[src/rtl/core/crcpm_pkg.sv]
// ----------------------------------------------------------------------------
// crcpm_pkg
// shared constants, payload types and a bitwise crc-32 helper
// ----------------------------------------------------------------------------
package crcpm_pkg;

    localparam int unsigned BYTE_W = 8;
    localparam int unsigned CRC_W  = 32;

    localparam logic [CRC_W-1:0] CRC_POLY   = 32'hEDB8_8320;
    localparam logic [CRC_W-1:0] CRC_INIT   = 32'hFFFF_FFFF;
    localparam logic [CRC_W-1:0] CRC_XOROUT = 32'hFFFF_FFFF;

    // one message byte request as held in the input register
    typedef struct packed {
        logic [BYTE_W-1:0] data_byte;
        logic              last_byte;
        logic [CRC_W-1:0]  expected_crc;
        logic              expected_parity;
    } t_in_item;

    // one check result
    typedef struct packed {
        logic [CRC_W-1:0] crc_value;
        logic             parity_bit;
        logic             mismatch;
    } t_out_item;

    // what the update logic hands back to the control in the top level
    typedef struct packed {
        logic [CRC_W-1:0] next_crc;
        logic             next_parity;
        t_out_item        result;
    } t_upd;

    // reflected crc-32, one byte, eight shift steps unrolled
    function automatic logic [CRC_W-1:0] crc_byte_update(
        input logic [CRC_W-1:0]  crc,
        input logic [BYTE_W-1:0] data
    );
        logic [CRC_W-1:0] c;
        c = crc ^ {{(CRC_W-BYTE_W){1'b0}}, data};
        for (int k = 0; k < BYTE_W; k++) begin
            if (c[0]) begin
                c = (c >> 1) ^ CRC_POLY;
            end else begin
                c = c >> 1;
            end
        end
        return c;
    endfunction

endpackage

[src/rtl/core/crcpm_if.sv]
// ----------------------------------------------------------------------------
// crcpm interfaces
// valid/ready channels for message bytes and check results
// ----------------------------------------------------------------------------
interface crcpm_in_if;
    logic                          valid;
    logic                          ready;
    logic [crcpm_pkg::BYTE_W-1:0]  data_byte;
    logic                          last_byte;
    logic [crcpm_pkg::CRC_W-1:0]   expected_crc;
    logic                          expected_parity;

    modport source (
        output valid, data_byte, last_byte, expected_crc, expected_parity,
        input  ready
    );
    modport sink (
        input  valid, data_byte, last_byte, expected_crc, expected_parity,
        output ready
    );
endinterface

interface crcpm_out_if;
    logic                        valid;
    logic                        ready;
    logic [crcpm_pkg::CRC_W-1:0] crc_value;
    logic                        parity_bit;
    logic                        mismatch;

    modport source (
        output valid, crc_value, parity_bit, mismatch,
        input  ready
    );
    modport sink (
        input  valid, crc_value, parity_bit, mismatch,
        output ready
    );
endinterface

[src/rtl/core/crcpm_update.sv]
// ----------------------------------------------------------------------------
// crcpm_update
// one-byte crc-32 and parity step, final inversion and expected-value compare
// ----------------------------------------------------------------------------
module crcpm_update (
    input  logic [crcpm_pkg::CRC_W-1:0] i_crc,
    input  logic                        i_parity,
    input  crcpm_pkg::t_in_item         i_item,
    output crcpm_pkg::t_upd             o_upd
);
    import crcpm_pkg::*;

    logic [CRC_W-1:0] crc_next;
    logic             par_next;
    logic [CRC_W-1:0] crc_final;

    assign crc_next  = crc_byte_update(i_crc, i_item.data_byte);
    assign par_next  = i_parity ^ (^i_item.data_byte);
    assign crc_final = crc_next ^ CRC_XOROUT;

    assign o_upd.next_crc          = crc_next;
    assign o_upd.next_parity       = par_next;
    assign o_upd.result.crc_value  = crc_final;
    assign o_upd.result.parity_bit = par_next;
    assign o_upd.result.mismatch   = (crc_final != i_item.expected_crc)
                                  || (par_next != i_item.expected_parity);

endmodule

[src/rtl/core/crc32_parity_message_check.sv]
// ----------------------------------------------------------------------------
// crc32_parity_message_check
// running reflected crc-32 and even parity over a byte stream, checked on
// the last byte of each message
// ----------------------------------------------------------------------------
// Takes one message byte per cycle, sustained while no last byte waits on an
// untaken result, and gives one result per message on the cycle after its
// last byte leaves the input register: the crc-32 (poly 0xEDB88320, init and
// xorout all ones), the parity of all data bits, and a mismatch flag against
// the expected crc and parity carried with the last byte. A byte is folded
// into the running state as it leaves the input register; a last byte loads
// the result register and restarts the running state. The byte rate comes
// from the combinational eight-step crc update between the input register
// and the running state. A result in the output register does not stop
// non-last bytes; only a further last byte waits for it to be taken.
// ----------------------------------------------------------------------------
module crc32_parity_message_check (
    input  logic        i_clk,
    input  logic        i_rst_n,
    crcpm_in_if.sink    i_msg,
    crcpm_out_if.source o_res
);
    import crcpm_pkg::*;

    // input register
    logic      r_s1_valid;
    t_in_item  r_s1_item;
    logic      n_s1_valid;
    t_in_item  n_s1_item;

    // running state
    logic [CRC_W-1:0] r_crc;
    logic             r_parity;
    logic [CRC_W-1:0] n_crc;
    logic             n_parity;

    // result register
    logic      r_out_valid;
    t_out_item r_out_item;
    logic      n_out_valid;
    t_out_item n_out_item;

    t_upd      upd;
    t_in_item  in_item;
    logic      s1_adv;
    logic      in_take;

    assign in_item.data_byte       = i_msg.data_byte;
    assign in_item.last_byte       = i_msg.last_byte;
    assign in_item.expected_crc    = i_msg.expected_crc;
    assign in_item.expected_parity = i_msg.expected_parity;

    crcpm_update u_update (
        .i_crc    (r_crc),
        .i_parity (r_parity),
        .i_item   (r_s1_item),
        .o_upd    (upd)
    );

    // a byte leaves the input register unless it is last and the result
    // register still holds an untaken result
    assign s1_adv = r_s1_valid
                 && (!r_s1_item.last_byte || !r_out_valid || o_res.ready);

    assign i_msg.ready = !r_s1_valid || s1_adv;
    assign in_take     = i_msg.valid && i_msg.ready;

    always_comb begin
        n_s1_valid  = r_s1_valid;
        n_s1_item   = r_s1_item;
        n_crc       = r_crc;
        n_parity    = r_parity;
        n_out_valid = r_out_valid;
        n_out_item  = r_out_item;

        // result taken downstream
        if (r_out_valid && o_res.ready) begin
            n_out_valid = 1'b0;
        end

        if (s1_adv) begin
            n_s1_valid = 1'b0;
            if (r_s1_item.last_byte) begin
                // message closes: present result, restart running state
                n_out_valid = 1'b1;
                n_out_item  = upd.result;
                n_crc       = CRC_INIT;
                n_parity    = 1'b0;
            end else begin
                n_crc    = upd.next_crc;
                n_parity = upd.next_parity;
            end
        end

        if (in_take) begin
            n_s1_valid = 1'b1;
            n_s1_item  = in_item;
        end
    end

    always_ff @(posedge i_clk) begin
        if (!i_rst_n) begin
            r_s1_valid  <= 1'b0;
            r_out_valid <= 1'b0;
            r_crc       <= CRC_INIT;
            r_parity    <= 1'b0;
        end else begin
            r_s1_valid  <= n_s1_valid;
            r_out_valid <= n_out_valid;
            r_crc       <= n_crc;
            r_parity    <= n_parity;
        end
    end

    // payload registers, no reset needed
    always_ff @(posedge i_clk) begin
        r_s1_item  <= n_s1_item;
        r_out_item <= n_out_item;
    end

    assign o_res.valid      = r_out_valid;
    assign o_res.crc_value  = r_out_item.crc_value;
    assign o_res.parity_bit = r_out_item.parity_bit;
    assign o_res.mismatch   = r_out_item.mismatch;

endmodule
[src/flat_wrapper.sv]
// flat-port wrapper written by rule: the top's interface ports become plain ports
module crc32_parity_message_check_flat import crcpm_pkg::*;
  (i_clk, i_rst_n, i_msg_valid, i_msg_data_byte, i_msg_last_byte, i_msg_expected_crc, i_msg_expected_parity, i_msg_ready, o_res_valid, o_res_crc_value, o_res_parity_bit, o_res_mismatch, o_res_ready);
  crcpm_in_if i_msg_i ();
  crcpm_out_if o_res_i ();
  input  logic i_clk;
  input  logic i_rst_n;
  input wire logic [$bits(i_msg_i.valid)-1:0] i_msg_valid;
  input wire logic [$bits(i_msg_i.data_byte)-1:0] i_msg_data_byte;
  input wire logic [$bits(i_msg_i.last_byte)-1:0] i_msg_last_byte;
  input wire logic [$bits(i_msg_i.expected_crc)-1:0] i_msg_expected_crc;
  input wire logic [$bits(i_msg_i.expected_parity)-1:0] i_msg_expected_parity;
  output wire logic [$bits(i_msg_i.ready)-1:0] i_msg_ready;
  output wire logic [$bits(o_res_i.valid)-1:0] o_res_valid;
  output wire logic [$bits(o_res_i.crc_value)-1:0] o_res_crc_value;
  output wire logic [$bits(o_res_i.parity_bit)-1:0] o_res_parity_bit;
  output wire logic [$bits(o_res_i.mismatch)-1:0] o_res_mismatch;
  input wire logic [$bits(o_res_i.ready)-1:0] o_res_ready;
  assign i_msg_i.valid = i_msg_valid;
  assign i_msg_i.data_byte = i_msg_data_byte;
  assign i_msg_i.last_byte = i_msg_last_byte;
  assign i_msg_i.expected_crc = i_msg_expected_crc;
  assign i_msg_i.expected_parity = i_msg_expected_parity;
  assign i_msg_ready = i_msg_i.ready;
  assign o_res_valid = o_res_i.valid;
  assign o_res_crc_value = o_res_i.crc_value;
  assign o_res_parity_bit = o_res_i.parity_bit;
  assign o_res_mismatch = o_res_i.mismatch;
  assign o_res_i.ready = o_res_ready;
  crc32_parity_message_check u_core (.i_clk(i_clk), .i_rst_n(i_rst_n), .i_msg(i_msg_i), .o_res(o_res_i));
endmodule
[config.mk]
export PLATFORM = sky130hd
export DESIGN_NAME = crc32_parity_message_check_flat
export DESIGN_NICKNAME = d
export VERILOG_FILES = /design/src/rtl/core/crcpm_pkg.sv /design/src/rtl/core/crcpm_if.sv /design/src/rtl/core/crcpm_update.sv /design/src/rtl/core/crc32_parity_message_check.sv /design/src/flat_wrapper.sv
export SDC_FILE = /design/constraint.sdc
export NUM_CORES = 1
export LEC_CHECK = 0
export BUFFER_PORTS_ARGS = -buffer_cell sky130_fd_sc_hd__buf_2
export CAP_MARGIN = 40
export CORE_UTILIZATION = 60
export CTS_CLUSTER_SIZE = 28
export DETAILED_ROUTE_END_ITERATION = 12
export HOLD_SLACK_MARGIN = 0.15
export PLACE_DENSITY_LB_ADDON = 0.12
export SYNTH_ARGS = -nofsm -noshare
export SYNTH_HDL_FRONTEND = slang
export SYNTH_HIERARCHICAL = 1
export SYNTH_SLANG_ARGS = --single-unit
export TNS_END_PERCENT = 20
[constraint.sdc]
create_clock -name i_clk -period 7.7 [get_ports i_clk]
set_input_delay 0.77 -clock i_clk [delete_from_list [all_inputs] [get_ports i_clk]]
set_output_delay 0.77 -clock i_clk [all_outputs]
set_load 0.005 [all_outputs]
# Yosys cells after proc, flatten, opt, wreduce, memory -nomap -nowiden
# Index checks and enable logic that the tools add are counted.
# Widths: inputs -> output; s select.
[word_totals] reg_bits=111 in_bits=46 output_inout_bits=36 elab_cells=52
[op_classes] eq_ne=2 n_mux=15 bitwise_logic=11 n_reduce_logical=13
[op_table] operator="$mux 32" n=9
[op_table] operator="$not 13->14" n=8
[op_table] operator="$ne 32x32->1" n=1
[op_table] operator="$not 32->32" n=1
[op_table] operator="$xor 32x8->32" n=1
[op_table] operator="$reduce_xor 8->1" n=1
[op_table] operator="$mux 1" n=6
[op_table] operator="$logic_or 1x1->1" n=4
[op_table] operator="$logic_and 1x1->1" n=3
[op_table] operator="$logic_not 1->1" n=3
[op_table] operator="$reduce_and 2->1" n=1
[op_table] operator="$reduce_bool 2->1" n=1
[op_table] operator="$ne 1x1->1" n=1
[op_table] operator="$xor 1x1->1" n=1

# Depth between registers and ports, before layout
# Gate-level depths: netlist (run 1).
[depth] word_depth=20 ltp_mapped=8

# Cells and area by module
# The synthesis (run 1) kept the hierarchy.
[modules_own_cells] mod="crc32_parity_message_check" n_inst=1 cells_per_inst=164 area_per_inst_um2=3422.0 seq_area_each_um2=2982.9
[modules_own_cells] mod="crcpm_update" n_inst=1 cells_per_inst=184 area_per_inst_um2=1739.2 seq_area_each_um2=0.0

# Worst setup path before layout (run 1)
# Ideal clock, no wire load.
[synth_timing] kind="input to register" startpoint="input o_res_ready" endpoint="register u_core/r_s1_item[0] in the netlist's numbering, enable pin" setup_ns=0.467 arrival_ns=3.000 required_ns=7.233 setup_slack_ns=4.234 stages=2 n_path_buf=0 cell_sequence="nor2b_2 -> a31oi_1"
[synth_between] elab_chain_cells=4
[synth_rtl] item="start: declaration" line_no="flat_wrapper.sv:18" text="input wire logic [$bits(o_res_i.ready)-1:0] o_res_ready;"
[synth_rtl] item="$logic_or 1x1->1" line_no="crc32_parity_message_check.sv:63" text="&& (!r_s1_item.last_byte || !r_out_valid || o_res.ready);"
[synth_rtl] item="$logic_and 1x1->1" line_no="crc32_parity_message_check.sv:63"
[synth_rtl] item="$logic_or 1x1->1" line_no="crc32_parity_message_check.sv:65" text="assign i_msg.ready = !r_s1_valid || s1_adv;"
[synth_rtl] item="$logic_and 1x1->1" line_no="crc32_parity_message_check.sv:66" text="assign in_take = i_msg.valid && i_msg.ready;"
[synth_rtl] item="named net u_core.in_take" line_no="crc32_parity_message_check.sv:46" text="logic in_take;"
[synth_rtl] item="end signal: assignment" line_no="crc32_parity_message_check.sv:117" text="r_s1_item <= n_s1_item;"
[synth_rtl] item="end: declaration" line_no="crc32_parity_message_check.sv:27" text="t_in_item r_s1_item;"
# The timed path passes the listed nets, and every way through them passes these cells.
# A chain may end at the register's enable or synchronous reset.

==> metrics.txt, run 1 <==
final WL=9480 µm; VDD IR max=0.135 mV; most frequent cell after synthesis=edfxtp_1; CTS Buf Count=9; setup ws final=4790 ps; synth-to-layout area growth=14.6%; core area=0.00826 mm²; initial antenna violation count=0; worst-path cell chain=xnor2_2 -> xnor3_1 -> xnor2_2 -> xor2_1 -> nand4_1 -> nor4_1 -> nand4_1; Clock Tree Buf Depth=2; Setup Skew=11.4 ps; syn_area_per_cell=14.8 µm²; Setup TNS Final=0 ps; mux cell area share after synthesis=0.194%; NumNets Final=482; RePlAce Congestion=0.848; CTS tree=yes; critical path capture point type=register; clock-pin slew on the worst setup and hold paths=100 ps; Port Buf Inserts=81; ratio of cells with drive above 1 in the final layout=29.3%; via/cell ratio=5.30; H-tree Lvls=3; flop2flop setup slack=4790 ps; DIE HEIGHT=94.7 µm; Hold WS=490 ps; slowest CP cell=xnor3_1; Hold Path End=u_core/r_parity; # fillers=592; pre-CTS setup slack=4830 ps; CP peak stage delay=610 ps; reg2reg end=u_core/o_res.mismatch; status=finished, final reports clean; Crit Path Max Fanout=3; Post-Syn Area=0.00516 mm²; total of max-cap violations=0; number of gates resized after cts=0; remaining antenna violation count=0; Synth area leaders=edfxtp_1 (44%), dfxtp_1 (14%), xnor2_1 (9.2%); vias in the first global route=2,945; total track usage=23.1%; CP required=7800 ps; Min-Delay Path Depth=2; effective utilization at floorplan=62.5%; PD cells=262 mW/mm²; largest family of logic cells by synthesized area=XOR/XNOR gates; placed cells=530; Ys Warns=6; post-route non-filler standard cell count=546; XOR/XNOR Fraction of Synth Area=26.9%; cells on worst reg2reg path=7; Most used DFF post-synth=edfxtp_1; DRT iter0 DRCs=81; leakage dissipation=2.35 nW; Seq cells post-synth=111; Core Util, Final=71.7%; max-slew violations=0; number of placed I/O pins=82; Hold Startpoint=u_core/r_parity; first-pass GRT wire length=14,700 µm; Seq. cell area=0.00298 mm²; syn_nets=394; final hold viol count=0; CP Launch Type=register; number of post-CTS setup repair buffers=0; average wire per standard cell=17.4 µm; clk sink count=111; Seq/Total Area, Yosys=57.8%; row count=33; post-route minimum period=2910 ps; hold buffers post-CTS=0; max_slew headroom=63.6%; Hold Crit Class=reg2reg; DP Wirelength=7050 µm; Die Wd=94.7 µm; via count=2,894; largest net degree at the start of global routing=43; FMAX=0.343 GHz; critical path type=reg2reg; synth cell count leaders=edfxtp_1 (76), xnor2_1 (54), dfxtp_1 (35); compound-gate portion of the synthesized area=7.39%; post-synthesis simple-gate area fraction=3.95%; Yosys top cell by area=edfxtp_1; FF-to-FF Start=u_core/r_s1_item[38]; die area=0.00898 mm²; Root Buffer=clkbuf_8; async set-reset flop share out of synthesis=0%; EDFF count, synth=76; WP data arrival=3010 ps; RSZ-0062 raised after global routing=no; Slew @ Worst Pin=546 ps; Tcrit/Tclk final=37.8%; ant diodes=0; Adder-Cell Fraction of Synth Area=0%; clk_lat worst skew=370 ps; # setup viols final=0; grt ovf=0; DRT Pass-1 Iters=4; multi-input logic area=0.00201 mm²; DRC errors left=0; Yosys top cell area share=44.2%; Unique masters post-synth=42; cell count after synthesis=348
[state kept, by name, indices dropped and copies added (netlist names)]
signal                   cells
u_core/r_s1_valid            1
u_core/r_crc                32
u_core/o_res.crc_value      32
u_core/o_res.mismatch        1
u_core/r_s1_item            42
u_core/r_parity              1
u_core/o_res.parity_bit      1
u_core/o_res.valid           1
[how the worst max path moves through the flow]
stage	from	endpoint	cells after the start
after detailed placement	u_core/r_s1_item[41]	u_core/o_res.mismatch	7
after global placement	u_core/r_s1_item[41]	u_core/o_res.mismatch	7
after CTS	u_core/r_s1_item[41]	u_core/o_res.mismatch	7
after floorplan	o_res_ready	u_core/r_s1_item[0]	2
final	u_core/r_s1_item[38]	u_core/o_res.mismatch	7
after global routing	u_core/r_s1_item[40]	u_core/o_res.mismatch	7
[kinds of logic after synthesis]
kind of cell	Yosys count
AOI/OAI and AO/OA	45
DFF	111
xor gates and xnor gates	112
and+or+nand+nor	36
muxes	1
buffers and inverters	43
[worst max-delay path: cells and delay by family, from the launching register on]
family	cells	cell delay, ps
XOR/XNOR	4	1540
flip-flops	1	490
AND/OR/NAND/NOR	3	630
[through the flow]
stage	power, mW	instance area, µm²
global route	1.63	5920
finish	1.55	5920
global placement	1.22	5670
detailed placement	1.23	5730
CTS	1.56	5920
floorplan	1.12	5160
[where the power goes]
group	switching [mW]	internal, mW	leakage, nW
clock	0.196	0.132	0.0963
sequential	0.0286	0.707	1.01
combinational	0.265	0.224	1.25
total	0.489	1.06	2.35
[placed cells by master, fill, tap and decap left out, types with 2 or more instances in the layout]
cell type,synthesis,routed
buf_2,3,81
edfxtp_1,76,76
xnor2_1,54,54
dfxtp_1,35,35
inv_1,34,34
o22a_1,32,32
xor2_1,25,25
clkbuf_8,0,10
xnor2_2,10,10
xnor3_1,8,8
nand2_1,7,7
xnor2_4,7,7
nand3_1,4,4
xor2_2,4,4
xor3_1,3,3
o21ai_0,3,3
and3_1,3,3
nor3_1,3,3
nor2_1,4,3
nand4_1,3,3
nor4_1,3,3
clkinv_4,0,2
inv_8,0,2
a31oi_4,1,2
a21boi_1,2,2
buf_16,0,2
buf_4,2,2
o211ai_1,2,2
[layer usage]
layer  vias up  wire, µm  global-route usage (%)
met3        10       361                    4.59
met1      1419      4180                    28.7
met2        74      4840                    40.2
met4         0       101                    8.21
met5         -         0                       0
li1       1391         -                       -
[layout make-up]
cell class | instances | area share (%)
clock inverters | 6 | 0.888
inverters | 35 | 2.22
repair buffers | 85 | 8.04
clock buffers | 10 | 2.33
well taps | 105 | 2.22
flip-flops and latches | 111 | 50.4
multi-input cells | 194 | 33.9
Power figures use the tool's default switching activity.
==> inputs of run 2 (changes only) <==
--- a/config.mk
+++ b/config.mk
@@ -7,7 +7,7 @@
 export LEC_CHECK = 0
 export BUFFER_PORTS_ARGS = -buffer_cell sky130_fd_sc_hd__buf_2
 export CAP_MARGIN = 40
-export CORE_UTILIZATION = 60
+export CORE_UTILIZATION = 51
 export CTS_CLUSTER_SIZE = 28
 export DETAILED_ROUTE_END_ITERATION = 12
 export HOLD_SLACK_MARGIN = 0.15
==> constraint.sdc (replaced) <==
create_clock -name i_clk -period 2.4 [get_ports i_clk]
set_input_delay 0.24 -clock i_clk [delete_from_list [all_inputs] [get_ports i_clk]]
set_output_delay 0.24 -clock i_clk [all_outputs]
set_load 0.005 [all_outputs]
==> run 2 against run 1 <==
  * The flow now finishes with violations (negative setup slack)
  * Total power rose to 3.7 times the previous value
  * Sequential share of layout area fell by 9.1 points
  * First-iteration DRC count down 22%
  * Clock power grew to 3.0 times the previous value
  * Maximum frequency increased by 17%
  * Sequential cell count unchanged
  * Critical path type unchanged
  * Critical endpoint unchanged
  * Largest cell class unchanged
  * Largest power group unchanged
==> metrics.txt, run 2 (synthesis gave the netlist of run 1 again) <==
H-tree Lvls=3 (unchanged); CP peak stage delay=510 ps (was 610 ps); failing checks=negative setup slack; RSZ-0062 raised after global routing=yes (was no); CTS Buf Count=9 (unchanged); final hold viol count=0 (unchanged); grt ovf=0 (unchanged); Min-Delay Path Depth=2 (unchanged); largest net degree at the start of global routing=35 (was 43); DP Wirelength=7590 µm (was 7050 µm); PD cells=786 mW/mm² (was 262 mW/mm²); synth-to-layout area growth=40.0% (was 14.6%); # fillers=643 (was 592); clk_lat worst skew=390 ps (was 370 ps); RePlAce Congestion=0.904 (was 0.848); setup ws final=-98.7 ps (was 4790 ps); multi-input logic area=0.00218 mm² (was 0.00201 mm²); critical path capture point type=register (unchanged); met3 Usage GRT=5.63% (was 4.59%); status=complete, but fails checks (was finished, final reports clean); Tcrit/Tclk final=104% (was 37.8%); VDD IR max=0.498 mV (was 0.135 mV); DRT iter0 DRCs=63 (was 81); max reg flops=42 (unchanged); Slew @ Worst Pin=477 ps (was 546 ps); worst-path cell chain=buf_6 -> xor2_2 -> buf_4 -> xnor2_4 -> buf_4 -> or4_1 -> a22oi_1 -> o211a_1 -> nand4_1 (was xnor2_2 -> xnor3_1 -> xnor2_2 -> xor2_1 -> nand4_1 -> nor4_1 -> nand4_1); most frequent cells in the layout=buf_2 (81), buf_4 (80), edfxtp_1 (76) (was buf_2 (81), edfxtp_1 (76), xnor2_1 (54)); number of placed I/O pins=82 (unchanged); total track usage=22.7% (was 23.1%); cells on worst reg2reg path=9 (was 7); max-slew violations=0 (unchanged); FMAX=0.400 GHz (was 0.343 GHz); Crit Path Max Fanout=3 (unchanged); critical path type=reg2reg (unchanged); CTS tree=yes (unchanged); NumNets Final=614 (was 482); total of max-cap violations=0 (unchanged); via count=3,365 (was 2,894); DRT Pass-1 Iters=4 (unchanged); first-pass GRT wire length=17,000 µm (was 14,700 µm); Most Crowded Layer GR=met2 (unchanged); DRC errors left=0 (unchanged); Reg with most FFs=u_core/r_s1_item (unchanged); WP depth=9 (was 7); effective utilization at floorplan=52.8% (was 62.5%); post-route minimum period=2500 ps (was 2910 ps); vias in the first global route=3,358 (was 2,945); average wire per standard cell=15.7 µm (was 17.4 µm); initial antenna violation count=0 (unchanged); pre-CTS setup slack=-166 ps (was 4830 ps); CP Launch Type=register (unchanged); DIE HEIGHT=103 µm (was 94.7 µm); row count=36 (was 33); ratio of cells with drive above 1 in the final layout=40.5% (was 29.3%); slowest CP cell=edfxtp_1 (was xnor3_1); WP data arrival=2620 ps (was 3010 ps); Tot Pwr=5.68 mW (was 1.55 mW); clk sink count=111 (unchanged); commonest non-fill, non-tap cell in the layout=buf_2 (unchanged); Hold Crit Class=in2reg (was reg2reg); die area=0.0105 mm² (was 0.00898 mm²); Root Buffer=clkbuf_8 (unchanged); Die Wd=103 µm (was 94.7 µm); met2 Use GR=38.7% (was 40.2%); Clock Tree Buf Depth=2 (unchanged); Seq. cell area=0.00298 mm² (about the same); final WL=11,100 µm (was 9480 µm); Buf+Inv Stages, Crit Path=3 (was 0); max_slew headroom=68.2% (was 63.6%); Top cell by count, worst path=buf_4; # setup viols final=1 (was 0); core area=0.00977 mm² (was 0.00826 mm²); GR Layer Usage met1=28.5% (was 28.7%); Crit path max-delay family=simple AND/OR/NAND/NOR gates (was XOR/XNOR gates); via/cell ratio=4.77 (was 5.30); clock-pin slew on the worst setup and hold paths=90 ps (was 100 ps); Setup Skew=16.2 ps (was 11.4 ps); leakage dissipation=3.00 nW (was 2.35 nW); remaining antenna violation count=0 (unchanged); ant diodes=0 (unchanged); Port Buf Inserts=81 (unchanged); CP required=2520 ps (was 7800 ps)
-- run 2: cell count changes in the layout (fill, tap and decap cells not counted), moves of 3 or more --
| cell | delta |
|---|---|
| buf_4 | +78 |
| buf_6 | +9 |
| clkbuf_1 | +3 |
| dlygate4sd3_1 | +45 |
| nor4_1 | -3 |
| xnor2_1 | -5 |
| xnor2_4 | +3 |
| xor2_1 | -5 |
| xor2_2 | +3 |
-- run 2: stage by stage --
stage                     hold slack [ps]  cell area (µm²)  setup TNS (ps)  cells  util, %
after floorplan                       339             5170            -363    348        -
after global placement                416             6160            -182    617     63.1
after detailed placement              418             6160            -166    617     63.1
after CTS                             157             7080           -56.2    699     72.4
after global routing                  156             7230            -180    706     73.9
final                                 182             7230           -98.7    706     73.9
-- run 2: final timing paths --
check                        from               endpoint  slack, ps
max          u_core/r_s1_item[39]  u_core/o_res.mismatch       -100
min                       i_rst_n     u_core/o_res.valid        180
max reg2reg  u_core/r_s1_item[39]  u_core/o_res.mismatch       -100
min reg2reg      u_core/r_crc[30]       u_core/r_crc[30]        490
-- run 2: final cells by class --
class	count	share of cell area, %
Clock buffer	13	2.06
Clock inverter	3	0.277
Inverter	35	1.82
Multi-Input combinational cell	194	30.1
Sequential cell	111	41.3
Tap cell	133	2.30
Timing Repair Buffer	217	22.1
-- run 2: repair_timing --
action	4_1_cts	5_1_grt
hold endpoints to repair	44	0
resized for setup	21	13
pin swaps	23	9
hold buffers	45	0
setup buffers	21	7
endpoints found under the setup margin	1	1
-- run 2: metal layers --
metal	wire [µm]	vias to the layer above	part of all wire, %
met5	0	-	0
met4	198	0	1.8
met3	399	14	3.6
met2	5540	72	50
met1	4920	1628	45
li1	-	1651	-
-- run 2: power by group --
part           total (mW)  switching (mW)  internal [mW]
Combinational        2.32            1.04           1.28
Clock               0.997           0.591          0.406
Sequential           2.36          0.0909           2.27
Total                5.68            1.72           3.96
==> inputs of run 3 (changes only) <==
--- a/config.mk
+++ b/config.mk
@@ -7,7 +7,7 @@
 export LEC_CHECK = 0
 export BUFFER_PORTS_ARGS = -buffer_cell sky130_fd_sc_hd__buf_2
 export CAP_MARGIN = 40
-export CORE_UTILIZATION = 51
+export CORE_UTILIZATION = 40
 export CTS_CLUSTER_SIZE = 28
 export DETAILED_ROUTE_END_ITERATION = 12
 export HOLD_SLACK_MARGIN = 0.15
==> run 3 against run 2 <==
  * The run still ends with negative setup slack left
  * Setup slack hardly changed
  * Sequential cell count stayed put
  * Cell count is 1.4% higher
  * Clock-buffer cell count is 2 lower
==> metrics.txt, run 3 (synthesis gave the netlist of run 1 again) <==
critical path type=reg2reg (unchanged); NumNets Final=585 (was 614); leakage dissipation=2.89 nW (was 3.00 nW); CP required=2490 ps (was 2520 ps); post-route minimum period=2500 ps (about the same); max-slew violations=0 (unchanged); max_slew headroom=60.4% (was 68.2%); Tot Pwr=6.05 mW (was 5.68 mW); core area=0.0126 mm² (was 0.00977 mm²); cells on worst reg2reg path=9 (unchanged); CP Launch Type=register (unchanged); initial antenna violation count=0 (unchanged); DP Wirelength=8280 µm (was 7590 µm); average wire per standard cell=15.6 µm (was 15.7 µm); Reg with most FFs=u_core/r_s1_item (unchanged); DRT iter0 DRCs=118 (was 63); max reg flops=42 (unchanged); Hold Crit Class=in2reg (unchanged); reg2reg end=u_core/o_res.mismatch (unchanged); CTS tree=yes (unchanged); Slew @ Worst Pin=594 ps (was 477 ps); largest net degree at the start of global routing=34 (was 35); DIE HEIGHT=116 µm (was 103 µm); setup ws final=-98.8 ps (was -98.7 ps); total track usage=18.0% (was 22.7%); Die Wd=116 µm (was 103 µm); WP data arrival=2590 ps (was 2620 ps); via/cell ratio=4.52 (was 4.77); most frequent cells in the layout=buf_2 (81), edfxtp_1 (76), buf_4 (61) (was buf_2 (81), buf_4 (80), edfxtp_1 (76)); critical path capture point type=register (unchanged); FMAX=0.400 GHz (about the same); ant diodes=0 (unchanged); flop2flop setup slack=-100 ps (about the same); remaining antenna violation count=0 (unchanged); Root Buffer=clkbuf_16 (was clkbuf_8); status=complete, but fails checks (unchanged); CTS Buf Count=9 (unchanged); clk_lat worst skew=350 ps (was 390 ps); final WL=11,200 µm (was 11,100 µm); Hold Path End=u_core/o_res.valid (unchanged); vias in the first global route=3,200 (was 3,358); effective utilization at floorplan=40.9% (was 52.8%); Clock Tree Buf Depth=2 (unchanged); Min-Delay Path Depth=3 (was 2); # setup viols final=1 (unchanged); Port Buf Inserts=81 (unchanged); RePlAce Congestion=0.819 (was 0.904); ratio of cells with drive above 1 in the final layout=35.8% (was 40.5%); Hold Startpoint=o_res_ready (was i_rst_n); die area=0.0134 mm² (was 0.0105 mm²); row count=41 (was 36); total of max-cap violations=0 (unchanged); DRT Pass-1 Iters=6 (was 4); first-pass GRT wire length=17,200 µm (was 17,000 µm); clock-pin slew on the worst setup and hold paths=70 ps (was 90 ps); RSZ-0062 raised after global routing=yes (unchanged); final hold viol count=0 (unchanged); pre-CTS setup slack=-119 ps (was -166 ps); FF-to-FF Start=u_core/r_s1_item[34] (was u_core/r_s1_item[39]); Setup Skew=9.16 ps (was 16.2 ps); failing checks=negative setup slack (unchanged); grt ovf=0 (unchanged); number of placed I/O pins=82 (unchanged); clk sink count=111 (unchanged); VDD IR max=0.443 mV (was 0.498 mV); commonest non-fill, non-tap cell in the layout=buf_2 (unchanged); DRC errors left=0 (unchanged); Tcrit/Tclk final=104% (about the same); synth-to-layout area growth=37.1% (was 40.0%); via count=3,233 (was 3,365); PD cells=856 mW/mm² (was 786 mW/mm²); Crit Path Max Fanout=5 (was 3); H-tree Lvls=3 (unchanged)
## run 3: cell types whose count changed in the layout (fill, tap and decap cells not counted), moves of 3 or more
cell | before | now
clkbuf_16 | 0 | 9
xnor2_2 | 12 | 9
xnor2_1 | 49 | 53
xor2_1 | 20 | 24
clkbuf_8 | 10 | 1
buf_4 | 80 | 61
dlygate4sd3_1 | 45 | 42
buf_6 | 9 | 0
## run 3: how the worst max path moves through the flow
stage          slack, ps                    end            startpoint  depth (start not counted)
2_1_floorplan       -120  u_core/o_res.mismatch  u_core/r_s1_item[40]                          7
3_3_place_gp        -140  u_core/o_res.mismatch  u_core/r_s1_item[41]                          7
3_5_place_dp        -120  u_core/o_res.mismatch  u_core/r_s1_item[34]                          9
4_1_cts              -60  u_core/o_res.mismatch  u_core/r_s1_item[34]                          7
5_1_grt             -260  u_core/o_res.mismatch  u_core/r_s1_item[41]                          7
6_report            -100  u_core/o_res.mismatch  u_core/r_s1_item[34]                          9
## run 3: where the power goes
| group | internal (mW) | switching (mW) | total, mW |
|---|---|---|---|
| registers | 2.27 | 0.0901 | 2.36 |
| clock network | 0.946 | 0.658 | 1.60 |
| logic | 1.12 | 0.971 | 2.09 |
## run 3: metal layers
metal  GRT usage [%]  wire length, µm
met5               0                0
met4            5.89              165
met2            29.4             5400
met3            4.08              383
met1            23.9             5210
## run 3: metrics by stage
| step | cells | utilization, % | area (µm²) | TNS, ps | hold slack [ps] |
|---|---|---|---|---|---|
| 6_report | 716 | 56.1 | 7080 | -98.8 | 182 |
| 5_1_grt | 716 | 56.1 | 7080 | -258 | 178 |
| 4_1_cts | 716 | 55.9 | 7060 | -64.8 | 177 |
| 3_5_place_dp | 652 | 49.4 | 6230 | -119 | 418 |
| 3_3_place_gp | 652 | 49.4 | 6230 | -137 | 418 |
| 2_1_floorplan | 348 | - | 5170 | -363 | 339 |
## run 3: cell type report
class                      count  area, µm²
inverter                      35        131
fill                        1092       5540
sequential                   111       2980
clock buffer                  11        243
timing repair buffer         188       1360
tap                          172        215
clock inverter                 5       82.6
multi-input combinational    194       2060
## run 3: repair_timing
action                     4_1_cts  5_1_grt
buffers inserted                 6        0
setup endpoints to repair        1        1
gates resized for setup          5        3
hold endpoints to repair        42        0
cloned                           0        0
pin swaps                        6        2
hold buffers                    42        0
## run 3: critical path, stage by stage, from the launching register on
cell and delay, ps:
edfxtp_1 410, buf_4 180, xnor2_4 180, buf_4 180, xnor2_4 300, xor2_2 270
and3_1 200, nor2_1 60, nor4_1 340, nand4_1 130
